### src/design/psd_pkg.sv
`default_nettype none

package psd_pkg;

  // sample format: signed, SAMPLE_WIDTH bits, SAMPLE_WIDTH-2 fraction bits
  localparam int SAMPLE_WIDTH = 16;
  localparam int SCALE_W      = 16;
  localparam int MOD_W        = 2;
  localparam int CFG_IDX_W    = 1;
  localparam int CFG_W        = 16;
  localparam int LLR_W        = 8;
  localparam int CNT_W        = 2;
  localparam int NUM_LANES    = 3;
  localparam int NUM_STAGES   = 7;

  // stream word widths, whole bytes
  localparam int IN_W         = ((2 * SAMPLE_WIDTH + 7) / 8) * 8;
  localparam int OUT_FIELDS_W = NUM_LANES * LLR_W + CNT_W;
  localparam int OUT_W        = ((OUT_FIELDS_W + 7) / 8) * 8;

  // datapath widths
  localparam int COEF_W      = 16;
  localparam int ONE_SHIFT   = 16;
  localparam int SUM_W       = SAMPLE_WIDTH + 1;
  localparam int CORR_W      = SAMPLE_WIDTH + 17;
  localparam int XW          = CORR_W + 1;
  localparam int LO_W        = 17;
  localparam int HI_W        = XW - LO_W;
  localparam int PPL_W       = LO_W + SCALE_W;
  localparam int PPH_W       = HI_W + SCALE_W + 1;
  localparam int PROD_W      = XW + SCALE_W;
  localparam int ROUND_SHIFT = SAMPLE_WIDTH + 21;
  localparam int Q_W         = PROD_W - ROUND_SHIFT;
  localparam int SOFT_LIMIT  = 127;

  // 1/sqrt2 in Q0.16, the diagonal point coordinate
  localparam logic [COEF_W-1:0] DIAG_COEF = 16'd46341;

  // modulation codes
  localparam logic [MOD_W-1:0] MOD_BPSK = 2'd1;
  localparam logic [MOD_W-1:0] MOD_QPSK = 2'd2;
  localparam logic [MOD_W-1:0] MOD_8PSK = 2'd3;

  // register indexes
  localparam logic [CFG_IDX_W-1:0] REG_MODULATION = 1'b0;
  localparam logic [CFG_IDX_W-1:0] REG_LLR_SCALE  = 1'b1;

  localparam logic [MOD_W-1:0]   MODULATION_RESET = MOD_BPSK;
  localparam logic [SCALE_W-1:0] LLR_SCALE_RESET  = 16'd256;

  typedef logic signed [SAMPLE_WIDTH-1:0] sample_t;
  typedef logic signed [SUM_W-1:0]        sum_t;
  typedef logic signed [CORR_W-1:0]       corr_t;
  typedef logic signed [XW-1:0]           xval_t;
  typedef logic signed [LLR_W-1:0]        llr_t;
  typedef logic        [NUM_STAGES-1:0]   stage_en_t;

endpackage

`default_nettype wire

### src/design/psd_max.sv
`default_nettype none

module psd_max import psd_pkg::*; (
  input  wire logic             clk,
  input  wire stage_en_t        en,
  input  wire logic [MOD_W-1:0] modulation,
  input  wire corr_t            corr_a,
  input  wire corr_t            corr_b,
  input  wire corr_t            corr_p0,
  input  wire corr_t            corr_p1,
  output xval_t                 x [NUM_LANES]
);

  function automatic corr_t max4(corr_t w, corr_t v, corr_t y, corr_t z);
    corr_t m1;
    corr_t m2;
    m1 = (w > v) ? w : v;
    m2 = (y > z) ? y : z;
    return (m1 > m2) ? m1 : m2;
  endfunction

  corr_t na;
  corr_t nb;
  corr_t np0;
  corr_t np1;

  // best bit-0 and bit-1 correlation per bit, msb first
  corr_t best0 [NUM_LANES];
  corr_t best1 [NUM_LANES];
  corr_t a_q;
  corr_t p0_q;
  corr_t p1_q;

  xval_t x_next [NUM_LANES];

  always_comb begin
    na  = -corr_a;
    nb  = -corr_b;
    np0 = -corr_p0;
    np1 = -corr_p1;
  end

  // point order by angle: a, p0, b, -p1, -a, -p0, -b, p1
  always_ff @(posedge clk) begin
    if (en[2]) begin
      best0[0] <= max4(corr_a, corr_p0, corr_b, np1);
      best1[0] <= max4(na, np0, nb, corr_p1);
      best0[1] <= max4(corr_a, corr_p0, nb, corr_p1);
      best1[1] <= max4(corr_b, np1, na, np0);
      best0[2] <= max4(corr_a, np1, na, corr_p1);
      best1[2] <= max4(corr_p0, corr_b, np0, nb);
      a_q      <= corr_a;
      p0_q     <= corr_p0;
      p1_q     <= corr_p1;
    end
  end

  always_comb begin
    for (int l = 0; l < NUM_LANES; l++) begin
      x_next[l] = '0;
    end
    if (modulation == MOD_8PSK) begin
      for (int l = 0; l < NUM_LANES; l++) begin
        x_next[l] = XW'(best0[l]) - XW'(best1[l]);
      end
    end else if (modulation == MOD_QPSK) begin
      x_next[0] = XW'(p0_q) <<< 1;
      x_next[1] = XW'(p1_q) <<< 1;
    end else begin
      x_next[0] = XW'(a_q) <<< 1;
    end
  end

  always_ff @(posedge clk) begin
    if (en[3]) begin
      for (int l = 0; l < NUM_LANES; l++) begin
        x[l] <= x_next[l];
      end
    end
  end

endmodule

`default_nettype wire

### config.mk
export PLATFORM = sky130hd
export DESIGN_NAME = psd_max
export DESIGN_NICKNAME = d
export VERILOG_FILES = /design/src/design/psd_pkg.sv /design/src/design/psd_max.sv
export SDC_FILE = /design/constraint.sdc
export NUM_CORES = 2
export LEC_CHECK = 0
export BUFFER_PORTS_ARGS = -buffer_cell sky130_fd_sc_hd__buf_4
export CAP_MARGIN = 25
export CORE_AREA = 5 5 258 260
export DETAILED_ROUTE_END_ITERATION = 16
export DIE_AREA = 0 0 263 265
export PLACE_DENSITY = 0.79
export SYNTH_ARGS = -nofsm -noshare
export SYNTH_HDL_FRONTEND = slang
export SYNTH_SLANG_ARGS = --single-unit
### constraint.sdc
create_clock -name clk -period 11.9 [get_ports clk]
set_input_delay 0.595 -clock clk [delete_from_list [all_inputs] [get_ports clk]]
set_output_delay 0.595 -clock clk [all_outputs]
set_load 0.01 [all_outputs]
After elaboration in Yosys (flattened, before gate mapping)
Memory sizes are Yosys's and may differ from the RTL's. Cells that the tools add are included.

Register bits after elaboration: 201. Memories kept: 2. Word-level logic and storage cells: 50. Memory bits (writable): 198. Memory bits (read-only): 0. Input bits: 142. Output and inout port bits: 102. Latch bits: 0.

Shift operators: 0. $add $sub $neg: 7. Magnitude comparators: 14. Multiply operators: 0. Div/mod/pow operators: 0. Bitwise operators: 0. Reduce and logical (&&, ||, !) cells: 0. Muxes and demuxes: 19. Equal/unequal tests: 2.

Memory list: best0 (words 3, bits a word 33, rd ports 3, clocked after memory_dff 0, write ports 3, line psd_max.sv:28) `corr_t best0 [NUM_LANES];`; best1 (words 3, bits a word 33, rd ports 3, clocked after memory_dff 0, write ports 3, line psd_max.sv:29) `corr_t best1 [NUM_LANES];`.

Operator list (count): $gt A33 B33 Y1 (14); $mux W33 (14); $neg A33 Y33 (4); $sub A33 B33 Y34 (3); $mux W34 (2); $mux W68 (1); $eq A2 B2 Y1 const B (2); $mux W1 (2).

Longest topological paths before layout
Depth after elaboration: 5. Depth in mapped cells: 40. Gate-level depth less buffers: 38.

Least setup slack after synthesis
OpenSTA, ideal clock, no wires.

Path kind: input port to flip-flop. From: input corr_b[15]. To: memory best1[0][17] (netlist name), data pin. Path buffers: 5. Arrival time: 8.900 ns. Stages on the path: 31. Path slack: 2.723 ns. Data required time: 11.623 ns. Cell sequence: clkbuf_1 or4_1 or3_1 or4_1 or3_1 nand2b_1 nor4_1 nand3_1 xnor2_1 ha_1 or3b_2 nor3_1 o21ai_0 o21a_1 a2111o_1 o221a_2 nand2_1 clkbuf_1 clkbuf_1 buf_1 mux2i_1 ha_1 and4_1 nand4_1 nor3_1 nand3_1 or4_4 or3_4 o211ai_4 buf_8 mux2i_1.

RTL lines: from (decl) (line psd_max.sv:8) `input wire corr_t corr_b,`; to (decl) (line psd_max.sv:29).

==> reports/results.md <==
| Item | This run | Unit |
| --- | --- | --- |
| Static power due to leakage | 19.67 | nW |
| Slowest library cell on the worst path | sky130_fd_sc_hd__o211ai_4 | - |
| Final net count | 4,982 | - |
| Hold buffer count at CTS | 0 | - |
| Number of placed I/O pins | 244 | - |
| Number of antenna violations at the first check in global routing | 10 | - |
| GRT Util Overall | 0.3697 | - |
| Number of inserted filler cells in the final layout | 5,191 | - |
| RD Place Congestion | 1.026 | - |
| TritonCTS clock tree | yes | - |
| Global-route wire length before repair | 197.1 | mm |
| Insertion delay to the later sink of the worst-skew pair | 0.62 | ns |
| Distinct cell type count after synthesis | 98 | - |
| Postcts setup bufs | 0 | - |
| Final antenna-violating net count | 0 | - |
| Largest net degree at the start of global routing | 98 | - |
| Number of hold-slack violations in the final timing report | 0 | - |
| Async S/R FF share, synth | 0 | - |
| Type of the most critical hold path | in -> reg | - |
| Clock tree skew after final layout | 0.04003 | ns |
| Result of the run | finished clean | - |
| Die area | 0.06970 | mm² |
| Clock slew at reported path FFs | 0.06 | ns |
| Reg2reg setup slack | 6.90 | ns |
| Reg2reg path depth | 16 | - |
| Sequential share of the synthesized area | 0.3145 | - |
| Main synth FF type | sky130_fd_sc_hd__edfxtp_1 | - |
| Most Frequent Cell on Critical Path | sky130_fd_sc_hd__buf_4 | - |
| Area overhead of the layout relative to synthesis | 11.79 | % |
| Headroom to the max-slew limit | 0.3365 | - |
| Mean instance size in the synthesized netlist | 9.319 | µm² |
| Endpoints failing setup | 0 | - |
| Initial core utilization | 0.5963 | - |
| Post-Synthesis Cell Area | 0.03810 | mm² |
| Final-layout setup total negative slack | 0 | ns |
| Maximum achievable frequency | 97.50 | MHz |
| Top fanout value on the critical path | 18 | - |
| Fraction of final layout cells sized beyond drive strength 1 | 0.1037 | - |
| Source of the worst register-to-register timing path | best1[0][1] | - |
| Number of buffers added by the clock tree synthesis step | 44 | - |
| Overflow after GRT | 0 | - |
| Worst hold start | corr_p0[32] | - |
| Met1 usage in global routing | 0.4647 | - |
| Post-synthesis sequential element count | 399 | - |
| Width of the die | 263 | µm |
| Required time reported for the critical path endpoint | 12.20 | ns |
| Critical path start-end classification | in -> reg | - |
| Pins Over Slew Limit | 0 | - |
| Grt met2 use | 0.6065 | - |
| Endpoint class of the critical path | register | - |
| Share of the cycle needed by the critical path after routing | 0.8619 | - |
| Routed vias/inst | 6.384 | - |
| Instance count after placement with tap cells included | 5,122 | - |
| Number of buffers on the longest clock path | 3 | - |
| Post-synth EDFFs | 399 | - |
| Number of buffers inserted by port buffering | 238 | - |
| Register cell area after layout | 0.01198 | mm² |
| Routed wire length | 135.0 | mm |
| Arrival time at the worst endpoint | 10.56 | ns |
| RSZ-0062 raised after global routing | no | - |
| Post-CTS sizing | 0 | - |
| Die Span Y | 265 | µm |
| Net count after synthesis | 4,755 | - |
| Vias after detailed routing | 33,250 | - |
| Core region area | 0.06388 | mm² |
| Clock tree root buffer cell | sky130_fd_sc_hd__clkbuf_16 | - |
| Hold Path Depth | 1 | - |
| Global Route met3 Usage | 0.05745 | - |
| Average wire per cell in the routed design | 25.92 | µm |
| Most crowded layer after global routing | met2 | - |
| Number of global-route vias before repair | 31,862 | - |
| Count of standard-cell rows | 93 | - |
| First DRT Iteration DRCs | 3,807 | - |
| Half-perimeter wire length of the detailed placement result | 107.6 | mm |
| Max-Cap Viols | 0 | - |
| Worst voltage drop across the vdd grid | 0.1474 | mV |
| Shortest clock period the worst path allows after layout | 10.26 | ns |
| Worst setup SP type | primary input | - |
| Non-Filler Instances | 5,208 | - |
| Power density over cell area | 166.2 | mW/mm² |
| Setup crit start | corr_a[0] | - |
| Transition time at the pin with the least slew margin | 0.9876 | ns |
| Largest stage delay on the critical path | 0.80 | ns |
| Multi-input logic area | 0.02379 | mm² |
| Number of detailed-routing iterations run before antenna repair | 8 | - |
| Cell count after synthesis | 4,088 | - |
| Number of levels in the clock H-tree | 2 | - |
| Sinks on the clock net | 399 | - |
| Synth warnings | 0 | - |
| Residual DRC count | 0 | - |
==> registers in the layout, summed over array words and instances (netlist names) <==
| name | count |
|---|---|
| x | 102 |
| best0 | 99 |
| best1 | 99 |
| a_q | 33 |
| p0_q | 33 |
| p1_q | 33 |
==> cell usage after synthesis (78+ instances only) <==
master / instances / share of area
sky130_fd_sc_hd__mux2i_1: 402 / 0.11
sky130_fd_sc_hd__a21o_1: 105 / 0.021
sky130_fd_sc_hd__nor2_1: 275 / 0.027
sky130_fd_sc_hd__nand2_1: 122 / 0.012
sky130_fd_sc_hd__a21oi_1: 282 / 0.037
sky130_fd_sc_hd__nor2b_1: 93 / 0.015
sky130_fd_sc_hd__clkbuf_1: 98 / 0.0097
sky130_fd_sc_hd__ha_1: 522 / 0.17
sky130_fd_sc_hd__o21ai_0: 145 / 0.019
sky130_fd_sc_hd__nor3_1: 140 / 0.018
sky130_fd_sc_hd__xnor2_1: 155 / 0.036
sky130_fd_sc_hd__nand3_1: 78 / 0.010
sky130_fd_sc_hd__inv_1: 480 / 0.047
sky130_fd_sc_hd__edfxtp_1: 399 / 0.31
sky130_fd_sc_hd__nand4_1: 91 / 0.015
==> where the power goes <==
part / switching [W] / leakage (nW) / internal, W
clock network: 0.000623 / 0.728 / 0.000819
registers: 0.0000852 / 3.95 / 0.00193
logic: 0.00217 / 15.0 / 0.00145
==> placed cells by master (no fill, tap or decap), drive strengths merged, types with 21 or more instances in the layout <==
master  synthesis  layout
clkbuf         98      47
o211ai         21      21
and3           37      37
or3            28      28
o21a           69      69
xnor2         156     156
o21ai         150     150
nor2b          93      93
a22oi          37      37
nand4          91      91
a221oi         21      21
mux2i         403     403
ha            522     522
nand2         123     123
a31oi          22      22
a211oi         51      51
or4            23      23
xor2           44      44
nor4           38      38
nand3          79      79
and2           26      26
a21o          105     105
inv           480     484
nor3          140     140
nand2b         48      48
nor2          276     276
clkinv          1      23
edfxtp        399     399
buf            38     317
a21oi         283     283
==> worst max-delay path, delay by kind of cell <==
kind	cells	cell delay [ns]
and+or+nand+nor	12	3.64
AOI/OAI and AO/OA	11	2.99
buffers and inverters	7	1.58
adders and majority gates	3	0.93
muxes	2	0.66
xor gates and xnor gates	1	0.11
==> final cells by class <==
type / instances / area share
tap: 855 / 0.02512
inverter: 481 / 0.04239
clock inverter: 34 / 0.009049
timing repair buffer: 317 / 0.05723
sequential: 399 / 0.2813
antenna: 3 / 0.0001763
multi-input combinational: 3072 / 0.5586
clock buffer: 47 / 0.02612
==> kinds of logic (layout without fill, tap and decap cells) <==
family	after synthesis	in the layout	share of synthesized area
flops	399	399	0.3145
xor+xnor	201	201	0.04697
mux	405	405	0.1066
simple gates	1054	1054	0.1436
fa+ha+maj	533	533	0.1751
buf+inv	617	879	0.06306
compound gates	879	879	0.1502
other cells	0	3	0
==> metal layers <==
metal  routed length [µm]  vias to the layer above
met5                   81                        -
met4                10180                       14
met3                11130                      448
met2                61150                     1674
met1                52450                    15608
li1                     -                    15506
==> final timing paths <==
check | endpoint
setup reg to reg | x[97]
hold reg to reg | x[100]
hold / removal | p0_q[32]
setup / recovery | best1[0][1]
==> per-stage QoR <==
stage / setup WS (ns) / utilization / instance area, µm² / hold slack, ns / power [W]
2_1_floorplan: 2.723 / - / 38100 / 0.4963 / 0.004473
3_3_place_gp: 1.604 / 0.6427 / 41050 / 0.5046 / 0.005454
3_5_place_dp: 1.418 / 0.6427 / 41050 / 0.5095 / 0.005538
4_1_cts: 2.006 / 0.6661 / 42550 / 0.1947 / 0.007021
5_1_grt: 0.9609 / 0.6666 / 42580 / 0.2028 / 0.007484
6_report: 1.644 / 0.6666 / 42590 / 0.2234 / 0.007076
(Power assumes the default switching activity.)
