`src/design/psd_pkg.sv`:
```
`default_nettype none

package psd_pkg;

  // sample format: signed, SAMPLE_WIDTH bits, SAMPLE_WIDTH-2 fraction bits
  localparam int SAMPLE_WIDTH = 16;
  localparam int SCALE_W      = 16;
  localparam int MOD_W        = 2;
  localparam int CFG_IDX_W    = 1;
  localparam int CFG_W        = 16;
  localparam int LLR_W        = 8;
  localparam int CNT_W        = 2;
  localparam int NUM_LANES    = 3;
  localparam int NUM_STAGES   = 7;

  // stream word widths, whole bytes
  localparam int IN_W         = ((2 * SAMPLE_WIDTH + 7) / 8) * 8;
  localparam int OUT_FIELDS_W = NUM_LANES * LLR_W + CNT_W;
  localparam int OUT_W        = ((OUT_FIELDS_W + 7) / 8) * 8;

  // datapath widths
  localparam int COEF_W      = 16;
  localparam int ONE_SHIFT   = 16;
  localparam int SUM_W       = SAMPLE_WIDTH + 1;
  localparam int CORR_W      = SAMPLE_WIDTH + 17;
  localparam int XW          = CORR_W + 1;
  localparam int LO_W        = 17;
  localparam int HI_W        = XW - LO_W;
  localparam int PPL_W       = LO_W + SCALE_W;
  localparam int PPH_W       = HI_W + SCALE_W + 1;
  localparam int PROD_W      = XW + SCALE_W;
  localparam int ROUND_SHIFT = SAMPLE_WIDTH + 21;
  localparam int Q_W         = PROD_W - ROUND_SHIFT;
  localparam int SOFT_LIMIT  = 127;

  // 1/sqrt2 in Q0.16, the diagonal point coordinate
  localparam logic [COEF_W-1:0] DIAG_COEF = 16'd46341;

  // modulation codes
  localparam logic [MOD_W-1:0] MOD_BPSK = 2'd1;
  localparam logic [MOD_W-1:0] MOD_QPSK = 2'd2;
  localparam logic [MOD_W-1:0] MOD_8PSK = 2'd3;

  // register indexes
  localparam logic [CFG_IDX_W-1:0] REG_MODULATION = 1'b0;
  localparam logic [CFG_IDX_W-1:0] REG_LLR_SCALE  = 1'b1;

  localparam logic [MOD_W-1:0]   MODULATION_RESET = MOD_BPSK;
  localparam logic [SCALE_W-1:0] LLR_SCALE_RESET  = 16'd256;

  typedef logic signed [SAMPLE_WIDTH-1:0] sample_t;
  typedef logic signed [SUM_W-1:0]        sum_t;
  typedef logic signed [CORR_W-1:0]       corr_t;
  typedef logic signed [XW-1:0]           xval_t;
  typedef logic signed [LLR_W-1:0]        llr_t;
  typedef logic        [NUM_STAGES-1:0]   stage_en_t;

endpackage

`default_nettype wire

```
`src/design/psd_corr.sv`:
```
`default_nettype none

module psd_corr import psd_pkg::*; (
  input  wire logic             clk,
  input  wire stage_en_t        en,
  input  wire logic [MOD_W-1:0] modulation,
  input  wire sample_t          sample_re,
  input  wire sample_t          sample_im,
  output corr_t                 corr_a,
  output corr_t                 corr_b,
  output corr_t                 corr_p0,
  output corr_t                 corr_p1
);

  sample_t re_q;
  sample_t im_q;
  sum_t    op0;
  sum_t    op1;
  sum_t    op0_next;
  sum_t    op1_next;

  logic signed [SUM_W+COEF_W:0] prod0;
  logic signed [SUM_W+COEF_W:0] prod1;

  // qpsk scales the raw axes, 8psk the diagonal sums
  always_comb begin
    if (modulation == MOD_QPSK) begin
      op0_next = SUM_W'(sample_re);
      op1_next = SUM_W'(sample_im);
    end else begin
      op0_next = SUM_W'(sample_re) + SUM_W'(sample_im);
      op1_next = SUM_W'(sample_re) - SUM_W'(sample_im);
    end
  end

  always_ff @(posedge clk) begin
    if (en[0]) begin
      re_q <= sample_re;
      im_q <= sample_im;
      op0  <= op0_next;
      op1  <= op1_next;
    end
  end

  always_comb begin
    prod0 = op0 * $signed({1'b0, DIAG_COEF});
    prod1 = op1 * $signed({1'b0, DIAG_COEF});
  end

  always_ff @(posedge clk) begin
    if (en[1]) begin
      corr_a  <= CORR_W'(re_q) <<< ONE_SHIFT;
      corr_b  <= CORR_W'(im_q) <<< ONE_SHIFT;
      corr_p0 <= $signed(prod0[CORR_W-1:0]);
      corr_p1 <= $signed(prod1[CORR_W-1:0]);
    end
  end

endmodule

`default_nettype wire

```
`config.mk`:
```
export PLATFORM = sky130hd
export DESIGN_NAME = psd_corr
export DESIGN_NICKNAME = d
export VERILOG_FILES = /design/src/design/psd_pkg.sv /design/src/design/psd_corr.sv
export SDC_FILE = /design/constraint.sdc
export NUM_CORES = 1
export LEC_CHECK = 0
export BUFFER_PORTS_ARGS = -buffer_cell sky130_fd_sc_hd__buf_2
export CAP_MARGIN = 25
export CORE_ASPECT_RATIO = 1.75
export CORE_MARGIN = 10
export CORE_UTILIZATION = 29
export CTS_CLUSTER_DIAMETER = 80
export CTS_CLUSTER_SIZE = 25
export DETAILED_ROUTE_END_ITERATION = 7
export PLACE_DENSITY = 0.52
export SETUP_SLACK_MARGIN = 0.3
export SLEW_MARGIN = 20
export SYNTH_ARGS = -nofsm -noshare
export SYNTH_HDL_FRONTEND = slang
export SYNTH_SLANG_ARGS = --single-unit
```
`constraint.sdc`:
```
create_clock -name clk -period 6.4 [get_ports clk]
set_clock_uncertainty 0.1 [all_clocks]
set_input_delay 0.32 -clock clk [delete_from_list [all_inputs] [get_ports clk]]
set_output_delay 0.32 -clock clk [all_outputs]
set_load 0.02 [all_outputs]
```
Word-level counts from Yosys, hierarchy flattened
Index checks and enable logic that the tools add are counted.
Widths: inputs -> output; s select.
{"block": "totals", "input_bits": 42, "output_inout_bits": 132, "ff_bits": 164}
{"block": "op_classes", "multipliers": 2, "add_sub_neg": 2, "n_eq_ne": 1, "n_mux": 2}
{"operator": "$mul 17x17->33 const B", "n": 2}
{"operator": "$mux 17", "n": 2}
{"operator": "$add 16x16->17", "n": 1}
{"operator": "$sub 16x16->17", "n": 1}
{"operator": "$eq 2x2->1 const B", "n": 1}

Longest topological paths before layout
Gate-level depths: netlist of run 1.
{"block": "depth", "depth_word": 2, "ltp_mapped": 21, "depth_no_buf": 20}

Worst setup path before layout of run 1
Ideal clock, no wire load.
{"block": "synth_timing", "path_kind": "register to register", "start": "reg op0[16]", "end": "reg corr_p0[32] (data pin)", "stages_incl_launch_ff": 18, "path_slack_ns": 0.802, "setup_ns": 0.260, "t_arrival_ns": 5.238, "path_cell_list": "edfxtp_1 > ha_1 > fa_1 > inv_1 > fa_1 > fa_1 > fa_1 > inv_1 > fa_1 > inv_1 > ha_1 > clkbuf_1 > a21o_1 > a31oi_1 > o21ai_0 > a21o_1 > a31oi_1 > xnor2_1"}
{"block": "synth_between", "elab_chain_cells": 1}
{"item": "start: declaration", "line_no": "psd_corr.sv:17", "text": "sum_t op0;"}
{"item": "start signal: assignment", "line_no": "psd_corr.sv:40", "text": "op0 <= op0_next;"}
{"item": "$mul 17x17->33", "line_no": "psd_corr.sv:46", "text": "prod0 = op0 * $signed({1'b0, DIAG_COEF});"}
{"item": "named net prod0[32]", "line_no": "psd_corr.sv:22", "text": "logic signed [SUM_W+COEF_W:0] prod0;"}
{"item": "end signal: assignment", "line_no": "psd_corr.sv:54", "text": "corr_p0 <= $signed(prod0[CORR_W-1:0]);"}
{"item": "end: declaration", "line_no": "psd_corr.sv:11", "text": "output corr_t corr_p0,"}
The timed path passes the listed nets, and every way through them passes these cells.
A chain may end at the register's enable or synchronous reset.

Worst setup path in the final report of run 1
{"block": "layout_timing", "start": "reg op0[9]", "end": "reg corr_p0[31] (data pin)"}
The elaborated chain is that of the path after synthesis.

==> results of run 1 <==
==> worst max path at each step <==
stage               startpoint          end  slack (ns)  depth (start not counted)
finish                  op0[9]  corr_p0[31]        0.45                         19
global route            op0[9]  corr_p0[31]        0.31                         19
CTS                    op0[10]  corr_p0[31]        0.43                         19
detailed placement      op0[9]  corr_p0[31]        0.21                         19
global placement       op0[13]  corr_p0[31]        0.23                         19
floorplan              op0[16]  corr_p0[32]        0.80                         17
==> sequential cells by signal, indices dropped and copies added (netlist names) <==
register,count
re_q,16
op1,17
corr_p1,33
op0,17
im_q,16
corr_p0,33
corr_a,16
corr_b,16
==> repair_timing <==
action	4_1_cts	5_1_grt
hold endpoints to repair	13	0
resized for setup	2	1
buffers inserted	0	13
setup endpoints to repair	1	4
hold buffers	13	0
==> routing by layer <==
layer  wire, um  part of all wire (%)  up-vias
li1           -                     -     5707
met1      15480                    37     5748
met2      23230                    56      211
met3       1530                   3.7       61
met4       1152                   2.8        6
met5         41                 0.099        -
==> Yosys cell counts (all sizes together), types with 3 or more instances <==
cell	instances
o211a	3
a221oi	4
nor2	52
o31a	3
nand4	9
o21bai	4
o31ai	13
or2	3
o21ai	53
o2111ai	4
ha	298
mux2i	5
or4	3
or3	3
nand2	63
buf	39
nor3	21
o211ai	8
edfxtp	164
nor2b	5
xnor2	58
a21boi	4
inv	421
nand2b	13
xor2	18
a21oi	90
fa	172
o21a	8
and2	5
clkbuf	21
a21o	30
nand3	15
and3	8
a211oi	7
a31oi	13
==> logic make-up after synthesis <==
| group | count (synthesis) |
|---|---|
| buf+inv | 481 |
| fa+ha+maj | 470 |
| compound gates | 260 |
| simple gates | 206 |
| flops | 164 |
| xor+xnor | 76 |
| mux | 5 |
| other cells | 1 |
==> critical path: stages (launching register included) <==
cell	delay [ns]
edfxtp_1	0.59
ha_1	0.37
inv_1	0.05
fa_1	0.49
inv_1	0.05
fa_1	0.44
fa_1	0.48
fa_1	0.49
inv_1	0.05
fa_1	0.47
inv_1	0.04
ha_1	0.39
nand2_1	0.14
o21a_1	0.23
o31ai_1	0.38
nor3b_2	0.15
buf_4	0.17
o21ai_1	0.27
a41oi_1	0.19
xnor2_1	0.15
==> layout make-up <==
cell class	instances	area, um^2	area share [%]
multi-input cells	1049	10620	53.89
flip-flops and latches	164	4925	24.98
inverters	421	1580	8.017
repair buffers	173	1008	5.116
well taps	780	975.9	4.951
clock buffers	17	425.4	2.158
clock inverters	15	170.2	0.8632
diodes	2	5.005	0.02539
==> placed cells by master, fill, tap and decap left out, drive strengths merged, types with 8 or more instances in the layout <==
cell type	synthesis	layout
inv	421	429
ha	298	298
fa	172	172
edfxtp	164	164
buf	39	160
a21oi	90	90
nand2	63	63
xnor2	58	58
o21ai	53	53
nor2	52	52
conb	1	32
a21o	30	30
nor3	21	21
xor2	18	18
clkbuf	21	17
nand3	15	15
nand2b	13	13
o31ai	13	13
a31oi	13	13
dlygate4sd3	0	13
nand4	9	9
o211ai	8	8
o21a	8	8
and3	8	8
==> through the flow <==
step                cell area, um^2  setup WS [ns]  util (%)  instances  hold slack (ns)
CTS                           19590         0.4299     33.09       2605         0.002282
global placement              18860         0.2262     31.85       2560           0.3010
floorplan                     17480         0.8021         -       1694           0.3003
detailed placement            18860         0.2110     31.85       2560           0.3052
global route                  19710         0.3113     33.29       2619          0.01044
finish                        19710         0.4476     33.30       2621          0.01353
==> metrics, run 1 <==
Critical R2R Launch op0[9]; Ys Warns 0; # fillers 6064; HP Start sample_re[1]; Synth Register Bits 164; top cells by area, synth edfxtp_1 28%, ha_1 21%, fa_1 20%; xor/xnor cell area share of the yosys netlist 3.833%; CTS root buf clkbuf_16; RSZ-0062 raised after global routing false; final period demand of the worst path 5.952 ns; top_reg_cell synth edfxtp_1; hold crit path type input pin to flip-flop; crit path max fanout 7; total global routing track utilization 12.12%; layout cell share with drive strength beyond 1 10.88%; Slew headroom 34.64%; Max Cap Violations 0; area grow syn2layout 13.51%; Initial DRC Count 378; Setup violations, final 0; fin. max-slew vios 0; Post-Route Setup TNS 0 ns; CTS buffer count 17; Vias 11.73k; post-synth top area cell edfxtp_1; global route hottest layer met2; Nets 2338; Post-Synth Adder-Cell Area 41.30%; mapped cell area 17370 um^2; vias per cell 4.477; Slew @ Worst Pin 0.9804 ns; H-tree Lvls 4; Port Buffers 136; clk sinks 164; FF-to-FF End corr_p0[31]; sequential share of the synthesized area 28.36%; Netlist cell types 56; Fin. Hold Viols 0; vias in the first global route 12.74k; largest net degree at the start of global routing 67; mux contribution to synthesized area 0.2882%; average instance area after synthesis 10.44 um^2; final WL 41.44 mm; worst endpoint required time 6.52 ns; largest family of logic cells by synthesized area adder cells; Fmax 168.0 MHz; CTS tree done; io pins 174; post-synthesis cell count 1663; CP arrival 6.07 ns; Clk Latency, worst-skew pair 0.47 ns; Critical Path Source Type flip-flop; average routed wire per standard cell 15.81 um; period utilization 93.01%; critical path class flip-flop to flip-flop; GPL Wtd Cong 0.8969; Post-synth ARST share 0%; Starting Density 29.33%; Core Box Area 59200 um^2; R2R setup slack 0.45 ns; GR Util met2 23.55%; drt drc 0; Hold Crit Depth 1; Worst Hold Path EP re_q[1]; Synth Area in Compound Gates 9.337%; status completed; type of destination of the critical path flip-flop; Pre-antenna DRT Iters 4; number of synthesized flops with an enable pin 164; die area 70460 um^2; post-route antenna net violation count 0; Max clock buf depth 2; Die H 343.7 um; hpwl dp 34.62 mm; grt met1 use 12.39%; clk slew on worst S/H paths 0.07 ns; num rows 118; first-pass GRT wire length 66.49 mm; antenna violations before repair 5; Chip Width 205.0 um; grt ovf 0; GR Util met3 2.195%; Yosys top cell area share 28.36%; R2R cell count 19; post-synthesis simple-gate area fraction 5.648%
Power of run 1 is not shown: default switching activity piles up to over one toggle a cycle in this logic, so the estimate is an artifact.
==> inputs of run 2 (changes only) <==
Settings changed: PLACE_DENSITY 0.52 to 0.43.
==> run 2 against run 1 <==
Sequential cell count did not move. Utilization rose by 0.31 points. Maximum frequency barely moved. Clock-buffer cell count did not move. Die area did not move. Global-route usage rose by 0.59 points. Non-clock buffer count rose by 23. Highest routed layer unchanged.
==> metrics, run 2 (synthesis results as in run 1) <==
Max Cap Violations 0; Core Box Area 59200 um^2; hold crit path type input pin to flip-flop; Critical Path Source Type flip-flop; Top cell by count, worst path fa_1; Largest regs corr_p0 x33, corr_p1 x33; drt drc 0; CTS buffer count 17; Clk Latency, worst-skew pair 0.48 ns; Port Buffers 136; Starting Density 29.33%; most common cell after layout, fill and taps aside inv_1; Pre-antenna DRT Iters 4; fin. max-slew vios 0; period utilization 93.00%; CTS tree done; Post-Route Setup TNS 0 ns; Post-Layout Cell Count 2643; Max clock buf depth 2; final period demand of the worst path 5.952 ns; status completed; H-tree Lvls 4; layout cell share with drive strength beyond 1 11.44%; WP buf/inv 5; Layout Utilization 33.61%; cell count along the critical path 19; Worst Setup Slack, final 0.4479 ns; final WL 43.26 mm; R2R cell count 19; Vias 11.64k; vias in the first global route 13.01k; CP Cell Sequence ha_1 > inv_1 > fa_1 > inv_1 > fa_1 > fa_1 > fa_1 > inv_1 > fa_1 > inv_1 > ha_1 > nand2_1 > o21a_1 > o31ai_2 > nor3b_2 > buf_4 > o21ai_0 > a41oi_1 > xnor2_1; Initial DRC Count 422; RSZ-0062 raised after global routing true; Critical R2R Launch op0[7]; Multi-input gate area 10630 um^2; first-pass GRT wire length 69.05 mm; Max stage delay on crit path 0.57 ns; die area 70460 um^2; average routed wire per standard cell 16.37 um; commonest cells after routing, fill and taps aside 421 x inv_1, 298 x ha_1, 172 x fa_1; Fmax 168.0 MHz; Crit path max-delay family adder cells; crit path max fanout 6; Slew @ Worst Pin 0.9684 ns; DP Worst Slack 0.2221 ns; R2R setup slack 0.45 ns; Hold Crit Depth 1; antenna violations before repair 3; worst endpoint required time 6.53 ns; HP Start sample_re[6]; clk slew on worst S/H paths 0.08 ns; area grow syn2layout 14.58%; CP arrival 6.08 ns; CTS root buf clkbuf_16; Chip Width 205.0 um; Nets 2361; Worst Hold Path EP re_q[6]; hpwl dp 36.05 mm; Slew headroom 35.44%; slowest CP cell edfxtp_1; GPL Wtd Cong 0.8494; Die H 343.7 um; # placed instances 2564; Setup violations, final 0; Fin. Hold Viols 0; total global routing track utilization 12.71%; num rows 118; grt ovf 0; vias per cell 4.405; critical path class flip-flop to flip-flop; clk sinks 164; io pins 174; FF-to-FF End corr_p0[31]; largest net degree at the start of global routing 67; # fillers 6067; post-route antenna net violation count 0; type of destination of the critical path flip-flop; storage element area 4925 um^2
## run 2: cell count changes in the layout (fill, tap and decap cells not counted), moves of 2 or more
cell	previous run	this run
dlygate4sd3_1	13	26
o21ai_1	4	2
o31ai_2	0	2
buf_4	25	36
o31ai_1	13	11
o21ai_0	49	51
## run 2: worst register-to-register path, delay by kind of cell, from the launching register on
kind | cells | cell delay [ns]
AOI/OAI and AO/OA | 4 | 1.11
adders and majority gates | 7 | 3.12
xor gates and xnor gates | 1 | 0.17
and+or+nand+nor | 2 | 0.27
buffers and inverters | 5 | 0.36
DFF | 1 | 0.57
## run 2: metrics by stage
stage / hold slack, ns / area, um^2
floorplan: 0.3003 / 17480
global placement: 0.3022 / 18890
detailed placement: 0.3045 / 18890
CTS: 0.006990 / 19780
global route: 0.01528 / 19900
finish: 0.02739 / 19900
## run 2: layer usage
| layer | global-route usage (%) | up-vias | routed length (um) |
|---|---|---|---|
| li1 | - | 5740 | - |
| met1 | 12.54 | 5649 | 16140 |
| met2 | 25.32 | 204 | 24610 |
| met3 | 1.931 | 46 | 1285 |
| met4 | 5.362 | 4 | 1204 |
| met5 | 0 | - | 20 |
## run 2: cell type report
class                   instances  area share (%)
multi-input cells            1049           53.43
flip-flops and latches        164           24.75
diodes                          1         0.01258
repair buffers                196           6.036
inverters                     421           7.941
clock buffers                  17           2.138
well taps                     780           4.904
clock inverters                15          0.7860
## run 2: worst max-delay path by stage
stage | end | slack [ns] | start
2_1_floorplan | corr_p0[32] | 0.80 | op0[16]
3_3_place_gp | corr_p0[31] | 0.25 | op0[8]
3_5_place_dp | corr_p0[31] | 0.22 | op0[8]
4_1_cts | corr_p0[31] | 0.30 | op0[7]
5_1_grt | corr_p0[31] | 0.28 | op0[7]
6_report | corr_p0[31] | 0.45 | op0[7]
## run 2: what timing repair did
item	4_1_cts	5_1_grt
hold buffers	26	0
endpoints found under the setup margin	1	3
buffers inserted	6	14
resized for setup	1	2
endpoints found under the hold margin	26	0
Power of run 2 is left out for the same reason.
